===== config.mk =====
export PLATFORM = sky130hd
export DESIGN_NAME = length_prefixed_token_deframer_unit
export DESIGN_NICKNAME = d
export VERILOG_FILES = /design/src/sv/ltd_pkg.sv /design/src/sv/length_prefixed_token_deframer_unit.sv /design/src/sv/ltd_parser.sv /design/src/sv/ltd_out_buf.sv
export VERILOG_INCLUDE_DIRS = /design/src /design/src/sv
export SDC_FILE = /design/constraint.sdc
export NUM_CORES = 1
export LEC_CHECK = 0
export BUFFER_PORTS_ARGS = -buffer_cell sky130_fd_sc_hd__buf_2
export CAP_MARGIN = 20
export CORE_MARGIN = 4
export CORE_UTILIZATION = 45
export DETAILED_ROUTE_END_ITERATION = 8
export PLACE_DENSITY_LB_ADDON = 0.08
export SLEW_MARGIN = 20
export SYNTH_ARGS = -nofsm -noshare
export SYNTH_HDL_FRONTEND = slang
export SYNTH_SLANG_ARGS = --single-unit
export TNS_END_PERCENT = 1

===== constraint.sdc =====
create_clock -name i_clk -period 11.6 [get_ports i_clk]
set_input_delay 2.32 -clock i_clk [delete_from_list [all_inputs] [get_ports i_clk]]
set_output_delay 2.32 -clock i_clk [all_outputs]
set_load 0.02 [all_outputs]

===== src/sv/assert_macros.svh =====
// Assertion helper macros for the token deframer RTL.
// Included by files that carry concurrent checks; no other dependencies.
`ifndef ASSERT_MACROS_SVH
`define ASSERT_MACROS_SVH
`ifndef SYNTHESIS
`define LTD_ASSERT_SAME(label, clk, rst_n, ante, cons) \
    label: assert property (@(posedge clk) disable iff (!rst_n) (ante) |-> (cons)) \
        else $error("deframer check failed");
`define LTD_ASSERT_NEXT(label, clk, rst_n, ante, cons) \
    label: assert property (@(posedge clk) disable iff (!rst_n) (ante) |=> (cons)) \
        else $error("deframer check failed");
`else
`define LTD_ASSERT_SAME(label, clk, rst_n, ante, cons)
`define LTD_ASSERT_NEXT(label, clk, rst_n, ante, cons)
`endif
`endif


===== src/sv/ltd_pkg.sv =====
// Shared types and constants for the length-prefixed token deframer.
// No dependencies; imported by all deframer modules.
package ltd_pkg;

    localparam int MAX_STRING_LEN_DEF = 4096;
    localparam int OUT_DATA_W         = 48;

    localparam logic [7:0]  CH_HASH   = 8'h23;
    localparam logic [7:0]  CH_COLON  = 8'h3A;
    localparam logic [7:0]  CH_TILDE  = 8'h7E;
    localparam logic [7:0]  CH_ZERO   = 8'h30;
    localparam logic [7:0]  CH_NINE   = 8'h39;
    localparam logic [34:0] INT_LIMIT = 35'd2147483647;
    localparam logic [34:0] RADIX     = 35'd10;

    typedef enum logic [8:0] {
        PH_PFX1    = 9'b000000001,
        PH_PFX2    = 9'b000000010,
        PH_DIG1    = 9'b000000100,
        PH_DIGN    = 9'b000001000,
        PH_SPFX1   = 9'b000010000,
        PH_SPFX2   = 9'b000100000,
        PH_PAYLOAD = 9'b001000000,
        PH_SSUF    = 9'b010000000,
        PH_DROP    = 9'b100000000
    } t_phase;

    typedef enum logic [1:0] {
        K_PAYLOAD = 2'd0,
        K_INT     = 2'd1,
        K_STR     = 2'd2,
        K_ERR     = 2'd3
    } t_kind;

    typedef enum logic [2:0] {
        E_PREFIX  = 3'd0,
        E_DIGIT   = 3'd1,
        E_NODIGIT = 3'd2,
        E_SUFFIX  = 3'd3,
        E_LARGE   = 3'd4,
        E_TRUNC   = 3'd5
    } t_err;

    // Packed so that {error_code, payload_byte, value} maps straight onto tdata.
    typedef struct packed {
        t_kind       kind;
        t_err        error_code;
        logic [7:0]  payload_byte;
        logic [30:0] value;
    } t_result;

endpackage


===== src/sv/length_prefixed_token_deframer_unit.sv =====
// Top level of the length-prefixed token deframer: input beat register,
// parser and result buffer. Depends on ltd_pkg, ltd_parser, ltd_out_buf.
//
//  channel   dir  tdata                               tuser       tlast
//  s_axis    in   in_byte[7:0]                        mode[0]     end_of_message
//  m_axis    out  value[30:0] payload_byte[38:31]     kind[1:0]   -
//                 error_code[41:39] zero pad[47:42]
//
// One input beat per cycle while the result buffer has room; a result passes
// through the input register, then the result buffer, before it leaves.
// The input register advances whenever the two-entry result buffer has room.
// Reset is synchronous, active low, and returns the parser to the first
// prefix byte. A stall on m_axis fills the buffer, then holds s_axis off.
`include "assert_macros.svh"

module length_prefixed_token_deframer_unit #(
    parameter int MAX_STRING_LEN = ltd_pkg::MAX_STRING_LEN_DEF
) (
    input  logic                           i_clk,
    input  logic                           i_rst_n,
    input  logic                           i_s_axis_tvalid,
    output logic                           o_s_axis_tready,
    input  logic [7:0]                     i_s_axis_tdata,  // in_byte
    input  logic [0:0]                     i_s_axis_tuser,  // mode
    input  logic                           i_s_axis_tlast,  // end_of_message
    output logic                           o_m_axis_tvalid,
    input  logic                           i_m_axis_tready,
    // value[30:0], payload_byte[38:31], error_code[41:39], zeros above
    output logic [ltd_pkg::OUT_DATA_W-1:0] o_m_axis_tdata,
    output logic [1:0]                     o_m_axis_tuser   // kind
);
    import ltd_pkg::*;

    logic       r_in_valid;
    logic       r_in_mode;
    logic [7:0] r_in_byte;
    logic       r_in_eom;

    logic       advance;
    logic       res_valid;
    t_result    res;
    logic       buf_space;
    logic       buf_valid;
    logic [1:0] buf_level;
    t_result    head;
    logic       s_fire;
    logic       pop;

    assign advance         = r_in_valid && buf_space;
    assign o_s_axis_tready = !r_in_valid || buf_space;
    assign s_fire          = i_s_axis_tvalid && o_s_axis_tready;
    assign pop             = buf_valid && i_m_axis_tready;

    always_ff @(posedge i_clk) begin
        if (!i_rst_n) begin
            r_in_valid <= 1'b0;
        end else if (o_s_axis_tready) begin
            r_in_valid <= i_s_axis_tvalid;
        end
    end

    always_ff @(posedge i_clk) begin
        if (s_fire) begin
            r_in_mode <= i_s_axis_tuser[0];
            r_in_byte <= i_s_axis_tdata;
            r_in_eom  <= i_s_axis_tlast;
        end
    end

    ltd_parser #(
        .MAX_STRING_LEN(MAX_STRING_LEN)
    ) u_parser (
        .i_clk      (i_clk),
        .i_rst_n    (i_rst_n),
        .i_fire     (advance),
        .i_mode     (r_in_mode),
        .i_byte     (r_in_byte),
        .i_eom      (r_in_eom),
        .o_res_valid(res_valid),
        .o_res      (res)
    );

    ltd_out_buf u_out_buf (
        .i_clk      (i_clk),
        .i_rst_n    (i_rst_n),
        .i_push     (advance && res_valid),
        .i_res      (res),
        .i_pop      (pop),
        .o_valid    (buf_valid),
        .o_has_space(buf_space),
        .o_level    (buf_level),
        .o_res      (head)
    );

    assign o_m_axis_tvalid = buf_valid;
    assign o_m_axis_tuser  = head.kind;
    assign o_m_axis_tdata  = {(OUT_DATA_W - 42)'(0), head.error_code, head.payload_byte,
                              head.value};

    `LTD_ASSERT_SAME(a_level_bound, i_clk, i_rst_n, 1'b1, buf_level != 2'd3)
    `LTD_ASSERT_NEXT(a_in_held, i_clk, i_rst_n, r_in_valid && !buf_space, r_in_valid)
    `LTD_ASSERT_SAME(a_payload_clean, i_clk, i_rst_n,
        o_m_axis_tvalid && o_m_axis_tuser == K_PAYLOAD,
        head.value == 31'd0 && head.error_code == E_PREFIX)
    `LTD_ASSERT_SAME(a_err_code, i_clk, i_rst_n,
        o_m_axis_tvalid && o_m_axis_tuser == K_ERR,
        head.error_code <= E_TRUNC && head.value == 31'd0)

endmodule


===== src/sv/ltd_parser.sv =====
// Token parser: phase register, number accumulator and payload counter,
// with single-pass next-state and result logic. Depends on ltd_pkg.
module ltd_parser #(
    parameter int MAX_STRING_LEN = ltd_pkg::MAX_STRING_LEN_DEF
) (
    input  logic             i_clk,
    input  logic             i_rst_n,
    input  logic             i_fire,
    input  logic             i_mode,
    input  logic [7:0]       i_byte,
    input  logic             i_eom,
    output logic             o_res_valid,
    output ltd_pkg::t_result o_res
);
    import ltd_pkg::*;

    localparam int LenW = $clog2(MAX_STRING_LEN + 1);
    localparam logic [34:0] StrLimit = 35'(MAX_STRING_LEN);

    t_phase            r_phase, n_phase;
    logic [30:0]       r_acc, n_acc;
    logic [LenW-1:0]   r_rem, n_rem;
    logic              r_lk, n_lk;

    logic              is_digit;
    logic [3:0]        digit;
    logic [34:0]       acc_ext;
    logic [34:0]       next_num;
    logic [34:0]       limit;
    logic              err;
    logic              done;
    t_err              ecode;

    assign is_digit = (i_byte >= CH_ZERO) && (i_byte <= CH_NINE);
    assign digit    = 4'(i_byte - CH_ZERO);
    assign acc_ext  = {4'b0, r_acc};
    // acc * 10 + digit as shift-add
    assign next_num = (acc_ext << 3) + (acc_ext << 1) + {31'b0, digit};
    assign limit    = r_lk ? StrLimit : INT_LIMIT;

    always_comb begin
        n_phase     = r_phase;
        n_acc       = r_acc;
        n_rem       = r_rem;
        n_lk        = r_lk;
        err         = 1'b0;
        done        = 1'b0;
        ecode       = E_PREFIX;
        o_res_valid = 1'b0;
        o_res       = '{kind: K_PAYLOAD, error_code: E_PREFIX, payload_byte: 8'd0,
                        value: 31'd0};

        unique case (r_phase)
            PH_PFX1: begin
                n_lk  = i_mode;
                n_acc = '0;
                n_rem = '0;
                if (i_byte == CH_HASH) n_phase = PH_PFX2;
                else err = 1'b1;
            end
            PH_PFX2: begin
                if (i_byte == CH_COLON) n_phase = PH_DIG1;
                else err = 1'b1;
            end
            PH_DIG1, PH_DIGN: begin
                if (is_digit) begin
                    if (next_num > limit) begin
                        err   = 1'b1;
                        ecode = E_LARGE;
                    end else begin
                        n_acc   = next_num[30:0];
                        n_phase = PH_DIGN;
                    end
                end else if (i_byte == CH_TILDE) begin
                    if (r_phase == PH_DIG1) begin
                        err   = 1'b1;
                        ecode = E_NODIGIT;
                    end else if (!r_lk) begin
                        o_res_valid = 1'b1;
                        o_res.kind  = K_INT;
                        o_res.value = r_acc;
                        done        = 1'b1;
                    end else begin
                        // string length never exceeds the limit, fits the counter
                        n_rem   = r_acc[LenW-1:0];
                        n_phase = PH_SPFX1;
                    end
                end else begin
                    err   = 1'b1;
                    ecode = E_DIGIT;
                end
            end
            PH_SPFX1: begin
                if (i_byte == CH_HASH) n_phase = PH_SPFX2;
                else err = 1'b1;
            end
            PH_SPFX2: begin
                if (i_byte == CH_COLON) n_phase = (r_rem == '0) ? PH_SSUF : PH_PAYLOAD;
                else err = 1'b1;
            end
            PH_PAYLOAD: begin
                if (!i_eom) begin
                    o_res_valid        = 1'b1;
                    o_res.kind         = K_PAYLOAD;
                    o_res.payload_byte = i_byte;
                end
                n_rem = r_rem - LenW'(1);
                if (r_rem == LenW'(1)) n_phase = PH_SSUF;
            end
            PH_SSUF: begin
                if (i_byte == CH_TILDE) begin
                    o_res_valid = 1'b1;
                    o_res.kind  = K_STR;
                    o_res.value = r_acc;
                    done        = 1'b1;
                end else begin
                    err   = 1'b1;
                    ecode = E_SUFFIX;
                end
            end
            PH_DROP: done = 1'b1;
            default: done = 1'b1;
        endcase

        if (err) begin
            o_res_valid      = 1'b1;
            o_res.kind       = K_ERR;
            o_res.value      = 31'd0;
            o_res.payload_byte = 8'd0;
            o_res.error_code = ecode;
            n_phase          = PH_DROP;
        end else if (done) begin
            if (n_phase != PH_DROP) n_phase = PH_PFX1;
        end else if (i_eom) begin
            o_res_valid        = 1'b1;
            o_res.kind         = K_ERR;
            o_res.value        = 31'd0;
            o_res.payload_byte = 8'd0;
            o_res.error_code   = E_TRUNC;
        end

        if (i_eom) n_phase = PH_PFX1;
    end

    always_ff @(posedge i_clk) begin
        if (!i_rst_n) begin
            r_phase <= PH_PFX1;
            r_acc   <= '0;
            r_rem   <= '0;
            r_lk    <= 1'b0;
        end else if (i_fire) begin
            r_phase <= n_phase;
            r_acc   <= n_acc;
            r_rem   <= n_rem;
            r_lk    <= n_lk;
        end
    end

endmodule


===== src/sv/ltd_out_buf.sv =====
// Two-entry result buffer between the parser and the output stream.
// Depends on ltd_pkg for the result type.
module ltd_out_buf (
    input  logic             i_clk,
    input  logic             i_rst_n,
    input  logic             i_push,
    input  ltd_pkg::t_result i_res,
    input  logic             i_pop,
    output logic             o_valid,
    output logic             o_has_space,
    output logic [1:0]       o_level,
    output ltd_pkg::t_result o_res
);
    import ltd_pkg::*;

    t_result    r_mem [2];
    logic       r_wr, r_rd;
    logic [1:0] r_level, n_level;

    always_comb begin
        n_level = r_level;
        if (i_push && !i_pop) n_level = r_level + 2'd1;
        else if (!i_push && i_pop) n_level = r_level - 2'd1;
    end

    always_ff @(posedge i_clk) begin
        if (i_push) r_mem[r_wr] <= i_res;
    end

    always_ff @(posedge i_clk) begin
        if (!i_rst_n) begin
            r_wr    <= 1'b0;
            r_rd    <= 1'b0;
            r_level <= 2'd0;
        end else begin
            if (i_push) r_wr <= ~r_wr;
            if (i_pop) r_rd <= ~r_rd;
            r_level <= n_level;
        end
    end

    assign o_valid     = (r_level != 2'd0);
    assign o_has_space = (r_level != 2'd2);
    assign o_level     = r_level;
    assign o_res       = r_mem[r_rd];

endmodule


==> results of run 1 <==
[stage by stage]
step | util, % | setup WS [ps]
5_1_grt | 50.6 | 4450
3_3_place_gp | 47.8 | 5050
6_report | 50.6 | 4850
2_1_floorplan | - | 5660
4_1_cts | 50.6 | 4880
3_5_place_dp | 47.8 | 4910
[worst min-delay path by stage]
stage                              start        endpoint  slack [ps]
after floorplan           u_out_buf.r_wr  u_out_buf.r_wr         440
after global placement    u_out_buf.r_wr  u_out_buf.r_wr         460
after detailed placement  u_out_buf.r_wr  u_out_buf.r_wr         460
after CTS                 u_out_buf.r_wr  u_out_buf.r_wr         470
after global routing      u_out_buf.r_wr  u_out_buf.r_wr         500
final                     u_out_buf.r_wr  u_out_buf.r_wr         470
[cell families (layout without fill, tap and decap cells)]
family	Yosys count	in the layout	synth area share, %
AO/OA/AOI/OAI	256	256	17.7
XOR/XNOR	34	34	2.97
adder cells (fa/ha/maj)	96	96	12.1
buffers and inverters	84	124	3.76
flip-flops	158	158	41.3
multiplexers	47	47	5.24
other	1	6	0.0374
AND/OR/NAND/NOR	320	320	16.9
[synthesized netlist by cell type, types with 25 or more instances]
library cell,n,area (µm²)
ha_1,94,1180
a21oi_1,79,395
nand2_1,80,300
mux2_2,44,495
nor2_1,54,203
dfxtp_1,60,1200
clkbuf_1,34,128
and2_1,46,288
and3_1,34,213
o21ai_0,49,245
a221o_1,25,250
edfxtp_1,98,2940
inv_1,27,101
[power by group through the flow]
stage          registers, µW  clock network (µW)  logic [µW]
2_1_floorplan            668                   0         263
6_report                 681                 564         339
3_3_place_gp             694                   0         340
5_1_grt                  689                 599         368
4_1_cts                  684                 572         342
3_5_place_dp             696                   0         340
[worst min-delay path, stage by stage (launching register included)]
cell,delay [ps]
dfxtp_1,320
nand2_1,50
mux2i_1,50
[routing by layer]
layer  vias up  part of all wire (%)
met2       215                    42
met5         -                     0
met1      3745                    52
li1       3827                     -
met3        26                   4.5
met4         0                   1.3
[sequential cells by signal, indices dropped and copies added (netlist names), named ones only]
name,cells
u_out_buf.o_level,2
r_in_valid,1
u_out_buf.r_rd,1
u_parser.r_phase,9
r_in_mode,1
u_parser.r_rem,13
u_parser.r_lk,1
u_out_buf.r_mem,88
r_in_byte,8
r_in_eom,1
u_parser.r_acc,31
u_out_buf.r_wr,1
[cell type report]
cell class / instances / area, µm² / share of cell area [%]
Clock buffer: 17 / 425 / 3.84
Multi-Input combinational cell: 759 / 5540 / 50.0
Sequential cell: 158 / 4150 / 37.5
Tap cell: 280 / 350 / 3.17
Timing Repair Buffer: 65 / 340 / 3.07
Inverter: 27 / 101 / 0.916
Clock inverter: 15 / 170 / 1.54
==> impl_metrics.env, run 1 <==
export IMPL_clock_path_buffers=2
export IMPL_p_int_uw=1060
export IMPL_core_um2=21900
export IMPL_placed_area_um2=10500
export IMPL_path_depth=18
export IMPL_cap_violations=0
export IMPL_cp_num_buf_inv=0
export IMPL_fin_cells=1321
export IMPL_status="complete, no violations"
export IMPL_vias_per_cell=5.91
export IMPL_syn_inst=996
export IMPL_die_y_um=157
export IMPL_worstRegToRegCells=18
export IMPL_cts_hold_buf=0
export IMPL_crit_required_ps=11970
export IMPL_drc=0
export IMPL_layout_area_overhead_vs_synth_pct=10.3
export IMPL_whs_path_depth=2
export IMPL_final_cell_mix="edfxtp_1, ha_1, nand2_1, a21oi_1"
export IMPL_switching_power_uw=520
export IMPL_path_class="reg2reg"
export IMPL_top_usage_layer="met1"
export IMPL_drive_above_1_share_pct=16.4
export IMPL_synth_seq_area_share_pct=41.3
export IMPL_hold_worst_slack_ps=474
export IMPL_gr_usage_met2_pct=30.2
export IMPL_synthFlopType="edfxtp_1"
export IMPL_synth_cell_types=82
export IMPL_critPathArrivalTime_ps=7120
export IMPL_drtIter0Drc=593
export IMPL_pin_count=66
export IMPL_fp_dieW_um=157
export IMPL_wirelength_um=26000
export IMPL_cts_resized=0
export IMPL_async_flop_share_pct=0
export IMPL_final_max_slew_violation_count=0
export IMPL_cts_tree="built"
export IMPL_ys_warn_count=0
export IMPL_grtUsageTotal_pct=20.8
export IMPL_worstMarginPinSlew_ps=1080
export IMPL_start_util_pct=45.8
export IMPL_grt_ovfl_total=0
export IMPL_cts_made_buffers=17
export IMPL_p_leak_uw=0.00472
export IMPL_crit_start="r_in_byte[3]"
export IMPL_drt_pass1_iterations=5
export IMPL_fmax_ghz=0.148
export IMPL_synth_edf_count=98
export IMPL_power_density_nw_per_um2=143
export IMPL_nFillCells=2080
export IMPL_fin_crit_sh_pct=58.2
export IMPL_pwr_share_seq_pct=43.0
export IMPL_relSlewSlack_pct=27.8
export IMPL_syn_area_um2=10000
export IMPL_grt_pass1_wl_um=40200
export IMPL_final_area_um2=11100
export IMPL_crit_fanout=24
export IMPL_cts_setup_buffers=0
export IMPL_die_area_um2=24800
export IMPL_slowest_stage="and3_1"
export IMPL_cts_max_level=4
export IMPL_r2r_start="r_in_byte[3]"
export IMPL_cp_endpoint="u_parser.r_acc[19]"
export IMPL_crit_family="compound AO/OA/AOI/OAI gates"
export IMPL_fin_nets=1138
export IMPL_setup_violations=0
export IMPL_antenna_found_initial=0
export IMPL_fin_tns_setup_ps=0
export IMPL_crit_chain="fa_1, fa_1, a21o_1, a221o_1, nand3_1, a21oi_1, nor2_1, o21bai_1, a2111o_1, o311ai_0, ha_1, a21oi_1, o21ai_0, a2111o_1, o41ai_1, and4_1, and3_1, a221o_1"
export IMPL_r2r_setup_slack_ps=4850
export IMPL_placed_cells=1289
export IMPL_layout_commonest_cell="edfxtp_1"
export IMPL_switching_share_pct=32.8
export IMPL_rows=54
export IMPL_met3_usage_pct=2.72
export IMPL_ys_seq_elements=158
export IMPL_hold_viol_final=0
export IMPL_grt_max_degree=45
export IMPL_gp_congestion=0.870
export IMPL_comb_power_share_pct=21.4
export IMPL_min_path_type="reg2reg"
export IMPL_vias=7813
export IMPL_finalCriticalPeriod_ps=6750
export IMPL_drtAntennaViolNets=0
export IMPL_grt_pass1_vias=7087
export IMPL_finalClockSkew_ps=14.0
export IMPL_dp_hpwl_um=18700
export IMPL_ctsRootBufferMaster="clkbuf_16"
export IMPL_cts_sinks=158
export IMPL_power_frac_clock_pct=35.6
export IMPL_r2r_end="u_parser.r_acc[19]"
export IMPL_use_met1_pct=32.7
export IMPL_n_antenna_cell=0
export IMPL_wire_per_inst_um=19.7
export IMPL_ir_drop_v=0.000102
export IMPL_cts_clk_slew_worst_paths_ps=80
export IMPL_finalPower_uw=1580
export IMPL_rsz0062_at_grt="false"
export IMPL_slowest_delay_ps=960
export IMPL_synth_area_per_cell_um2=10.1
export IMPL_clock_latency_ps=430
export IMPL_io_buffer_count=59
export IMPL_end_kind="flop"
export IMPL_critPathLaunchType="flop"
(Power assumes the default switching activity.)
==> run 2: changes to the inputs <==
==> constraint.sdc (replaced) <==
create_clock -name i_clk -period 6.75 [get_ports i_clk]
set_input_delay 1.35 -clock i_clk [delete_from_list [all_inputs] [get_ports i_clk]]
set_output_delay 1.35 -clock i_clk [all_outputs]
set_load 0.02 [all_outputs]
==> run 2 against run 1 <==
Compared with the run above:
- final cell count grew 0.53%
- clock power up 70%
- die area did not move
- largest power group unchanged
- highest routed layer unchanged
==> impl_metrics.env, run 2 (synthesis gave the netlist of run 1 again) <==
export IMPL_reg_top3="u_out_buf.r_mem (88), u_parser.r_acc (31), u_parser.r_rem (13)"
export IMPL_fin_crit_sh_pct=94.8
export IMPL_comb_power_share_pct=21.7
export IMPL_power_density_nw_per_um2=245
export IMPL_critPathLaunchType="flop"
export IMPL_cts_setup_buffers=0
export IMPL_pin_count=66
export IMPL_finalClockSkew_ps=10.9
export IMPL_layout_area_overhead_vs_synth_pct=10.8
export IMPL_core_um2=21900
export IMPL_path_class="reg2reg"
export IMPL_wirelength_um=26100
export IMPL_io_buffer_count=59
export IMPL_cts_resized=0
export IMPL_layout_commonest_cell="edfxtp_1"
export IMPL_finalCriticalPeriod_ps=6400
export IMPL_min_path_type="reg2reg"
export IMPL_fin_nets=1145
export IMPL_nFillCells=2014
export IMPL_drt_pass1_iterations=5
export IMPL_cts_clk_slew_worst_paths_ps=70
export IMPL_cts_made_buffers=17
export IMPL_die_y_um=157
export IMPL_p_leak_uw=0.00474
export IMPL_clock_latency_ps=430
export IMPL_grt_max_degree=45
export IMPL_cts_sinks=158
export IMPL_final_max_slew_violation_count=0
export IMPL_power_frac_clock_pct=35.3
export IMPL_gp_congestion=0.875
export IMPL_rows=54
export IMPL_wire_per_inst_um=19.6
export IMPL_vias=7867
export IMPL_crit_required_ps=6780
export IMPL_drc=0
export IMPL_final_cell_mix="edfxtp_1, ha_1, nand2_1, a21oi_1"
export IMPL_start_util_pct=45.8
export IMPL_status="complete, no violations"
export IMPL_hold_viol_final=0
export IMPL_switching_power_uw=890
export IMPL_worstMarginPinSlew_ps=1090
export IMPL_n_antenna_cell=0
export IMPL_vias_per_cell=5.92
export IMPL_rsz0062_at_grt="false"
export IMPL_cap_violations=0
export IMPL_top_register="u_out_buf.r_mem"
export IMPL_largest_register_ffs=88
export IMPL_ctsRootBufferMaster="clkbuf_16"
export IMPL_drtAntennaViolNets=0
export IMPL_end_kind="flop"
export IMPL_switching_share_pct=32.7
export IMPL_fin_tns_setup_ps=0
export IMPL_cts_tree="built"
export IMPL_cts_hold_buf=0
export IMPL_crit_fanout=44
export IMPL_fmax_ghz=0.156
export IMPL_drtIter0Drc=734
export IMPL_gr_usage_met2_pct=30.7
export IMPL_critPathArrivalTime_ps=6430
export IMPL_grt_pass1_wl_um=41300
export IMPL_grt_ovfl_total=0
export IMPL_met3_usage_pct=3.13
export IMPL_ir_drop_v=0.000158
export IMPL_use_met1_pct=33.3
export IMPL_p_int_uw=1830
export IMPL_relSlewSlack_pct=26.6
export IMPL_cts_max_level=4
export IMPL_antenna_found_initial=1
export IMPL_top_usage_layer="met1"
export IMPL_drive_above_1_share_pct=17.0
export IMPL_hold_worst_slack_ps=473
export IMPL_pwr_share_seq_pct=43.1
export IMPL_fp_dieW_um=157
export IMPL_setup_violations=0
export IMPL_die_area_um2=24800
export IMPL_grtUsageTotal_pct=21.1
export IMPL_grt_pass1_vias=7286
export IMPL_dp_hpwl_um=18800
export IMPL_clock_path_buffers=2
run 2: cell types whose count changed in the layout (fill, tap and decap cells not counted), sizes merged:
cell / before / now
buf: 65 / 72
clkinv: 7 / 4
clkinvlp: 0 / 2
inv: 35 / 36
run 2: cell type report:
type | count | area (µm²) | share of cell area (%)
clock buffers | 17 | 425 | 3.82
clock inverters | 15 | 161 | 1.45
inverters | 27 | 101 | 0.911
multi-input cells | 759 | 5540 | 49.8
flip-flops and latches | 158 | 4150 | 37.3
well taps | 280 | 350 | 3.15
repair buffers | 72 | 405 | 3.64
run 2: through the flow:
step	utilization [%]	setup WS [ps]	cell area [µm²]	total power (µW)	std cells
after floorplan	-	805	10100	1600	1001
after global placement	48.1	503	10500	1780	1296
after detailed placement	48.1	386	10500	1790	1296
after CTS	50.8	357	11100	2740	1328
after global routing	50.8	25.6	11100	2840	1328
final	50.8	349	11100	2720	1328
run 2: path summary, 6_finish.rpt:
kind                                    start                     to  slack, ps  cells past startpoint
worst min-delay path            u_parser.r_lk          u_parser.r_lk        470                      2
worst max-delay path             r_in_byte[3]  u_out_buf.r_mem[0][9]        350                     18
worst max register to register   r_in_byte[3]  u_out_buf.r_mem[0][9]        350                     18
worst min register to register  u_parser.r_lk          u_parser.r_lk        470                      2
run 2: power groups by stage:
stage	combinational, µW	clock (µW)	sequential, µW
2_1_floorplan	454	0	1150
3_3_place_gp	591	0	1190
3_5_place_dp	591	0	1200
4_1_cts	596	974	1170
5_1_grt	641	1010	1180
6_report	589	960	1170
run 2: worst max-delay path, cell delays in order (launching register included):
cell      delay (ps)
edfxtp_1         480
fa_1             560
fa_1             490
a21o_1           200
a221o_1          400
nand3_1          190
a21oi_1          130
nor2_1           220
o21bai_1         190
a2111o_1         430
o311ai_0         150
ha_1             340
a21oi_1          150
o21ai_0          130
a2111o_1         420
o41ai_1          420
nand4_1          240
o21a_2           310
and2_2           550
run 2: layer usage:
layer	wire, µm	part of all wire, %
met5	0	0
met3	1520	5.8
met1	13200	51
met4	264	1.0
met2	11100	42
==> run 3: changes to the inputs <==
--- a/config.mk
+++ b/config.mk
@@ -12,6 +12,7 @@
 export CORE_UTILIZATION = 45
 export DETAILED_ROUTE_END_ITERATION = 8
 export PLACE_DENSITY_LB_ADDON = 0.08
+export RECOVER_POWER = 50
 export SLEW_MARGIN = 20
 export SYNTH_ARGS = -nofsm -noshare
 export SYNTH_HDL_FRONTEND = slang
==> run 3 against run 2 <==
Compared with the run above:
- the flow now finishes with violations (max-capacitance violations, max-slew violations)
- critical path type unchanged
- non-clock buffer count unchanged
- first-iteration DRC count decreased by 5.2%
- total power decreased by 0.57%
==> impl_metrics.env, run 3 (synthesis gave the netlist of run 1 again) <==
export IMPL_final_max_slew_violation_count=80
export IMPL_pin_count=66
export IMPL_layout_area_overhead_vs_synth_pct=9.95
export IMPL_grtUsageTotal_pct=21.1
export IMPL_dpl_worst_slack_ps=386
export IMPL_status="finished, violations left"
export IMPL_cp_endpoint="u_out_buf.r_mem[0][21]"
export IMPL_layout_commonest_cell="edfxtp_1"
export IMPL_cts_clk_slew_worst_paths_ps=70
export IMPL_failed_checks="max-capacitance violations, max-slew violations"
export IMPL_rows=54
export IMPL_placed_area_um2=10500
export IMPL_r2r_start="r_in_byte[3]"
export IMPL_die_area_um2=24800
export IMPL_finalCriticalPeriod_ps=6420
export IMPL_gp_congestion=0.875
export IMPL_grt_pass1_vias=7286
export IMPL_reg_top3="u_out_buf.r_mem (88), u_parser.r_acc (31), u_parser.r_rem (13)"
export IMPL_grt_max_degree=45
export IMPL_fin_cells=1328
export IMPL_drt_pass1_iterations=5
export IMPL_min_path_type="reg2reg"
export IMPL_top_register="u_out_buf.r_mem"
export IMPL_drc=0
export IMPL_ir_drop_v=0.000159
export IMPL_vias=7857
export IMPL_crit_start="r_in_byte[3]"
export IMPL_fin_crit_sh_pct=95.1
export IMPL_drive_above_1_share_pct=12.4
export IMPL_crit_chain="fa_1, fa_1, a21o_1, a221o_1, nand3_1, a21oi_1, nor2_1, o21bai_1, a2111o_1, o311ai_0, ha_1, a21oi_1, o21ai_0, a2111o_1, o41ai_1, nand4_1, o21a_2, and2_2"
export IMPL_cts_max_level=4
export IMPL_fin_nets=1145
export IMPL_die_y_um=157
export IMPL_cts_tree="built"
export IMPL_vias_per_cell=5.92
export IMPL_clock_latency_ps=430
export IMPL_core_um2=21900
export IMPL_drtIter0Drc=696
export IMPL_cts_hold_buf=0
export IMPL_cts_sinks=158
export IMPL_r2r_end="u_out_buf.r_mem[0][21]"
export IMPL_crit_fanout=44
export IMPL_dp_hpwl_um=18800
export IMPL_relSlewSlack_pct=-35.0
export IMPL_io_buffer_count=59
export IMPL_n_antenna_cell=0
export IMPL_drtAntennaViolNets=0
export IMPL_cts_setup_buffers=0
export IMPL_slowest_stage="fa_1"
export IMPL_worstMarginPinSlew_ps=2020
export IMPL_fp_dieW_um=157
export IMPL_grt_ovfl_total=0
export IMPL_wirelength_um=26200
export IMPL_critPathArrivalTime_ps=6440
export IMPL_cap_violations=2
export IMPL_start_util_pct=45.8
export IMPL_finalWorstSetupSlack_ps=332
export IMPL_fmax_ghz=0.156
export IMPL_placed_cells=1296
export IMPL_r2r_setup_slack_ps=330
export IMPL_grt_pass1_wl_um=41300
export IMPL_setup_violations=0
export IMPL_slowest_delay_ps=560
export IMPL_path_class="reg2reg"
export IMPL_worstRegToRegCells=18
export IMPL_cts_resized=0
export IMPL_end_kind="flop"
export IMPL_largest_register_ffs=88
export IMPL_final_area_um2=11000
export IMPL_critPathLaunchType="flop"
export IMPL_wire_per_inst_um=19.7
export IMPL_antenna_found_initial=1
export IMPL_finalClockSkew_ps=11.6
export IMPL_rsz0062_at_grt="false"
export IMPL_ctsRootBufferMaster="clkbuf_16"
export IMPL_final_cell_mix="edfxtp_1, ha_1, a21oi_1, nand2_1, dfxtp_1"
export IMPL_p_leak_uw=0.00458
export IMPL_hold_worst_slack_ps=472
export IMPL_hold_viol_final=0
export IMPL_power_density_nw_per_um2=245
export IMPL_crit_required_ps=6780
export IMPL_fin_tns_setup_ps=0
export IMPL_clock_path_buffers=2
export IMPL_cts_made_buffers=17
==> run 3: worst min-delay path by stage <==
stage | start | to | slack [ps] | depth (start not counted)
2_1_floorplan | u_out_buf.r_wr | u_out_buf.r_wr | 440 | 2
3_3_place_gp | u_out_buf.r_wr | u_out_buf.r_wr | 450 | 2
3_5_place_dp | u_parser.r_lk | u_parser.r_lk | 470 | 2
4_1_cts | u_parser.r_lk | u_parser.r_lk | 470 | 2
5_1_grt | u_out_buf.r_wr | u_out_buf.r_wr | 500 | 2
6_report | u_parser.r_lk | u_parser.r_lk | 470 | 2
==> run 3: cell type report <==
type                       count  area, µm²
clock inverter                15        161
timing repair buffer          72        350
tap                          280        350
sequential                   158       4140
clock buffer                  17        425
multi-input combinational    759       5500
fill                        2050      10900
inverter                      27        101
==> run 3: report_power, final <==
part / leakage (µW) / switching [µW] / internal [µW]
registers: 0.00145 / 68.7 / 1100
logic: 0.00285 / 361 / 213
clock network: 0.000281 / 464 / 497
==> run 3: through the flow <==
stage               power (µW)  utilization [%]
floorplan                 1600                -
global placement          1780             48.1
detailed placement        1790             48.1
CTS                       2740             50.8
global route              2820             50.4
finish                    2710             50.4
==> run 3: critical path: cells and delay by family, from the launching register on <==
family                     cells  cell delay, ps
AOI/OAI and AO/OA             11            2920
and+or+nand+nor                4            1200
DFF                            1             480
adders and majority gates      3            1380
==> run 3: per-layer routing <==
metal / track usage, % / vias to the layer above / routed length, µm
li1: - / 3847 / -
met1: 33.3 / 3749 / 13300
met2: 30.7 / 241 / 11100
met3: 3.13 / 20 / 1550
met4: 4.34 / 0 / 245
met5: 0 / - / 0
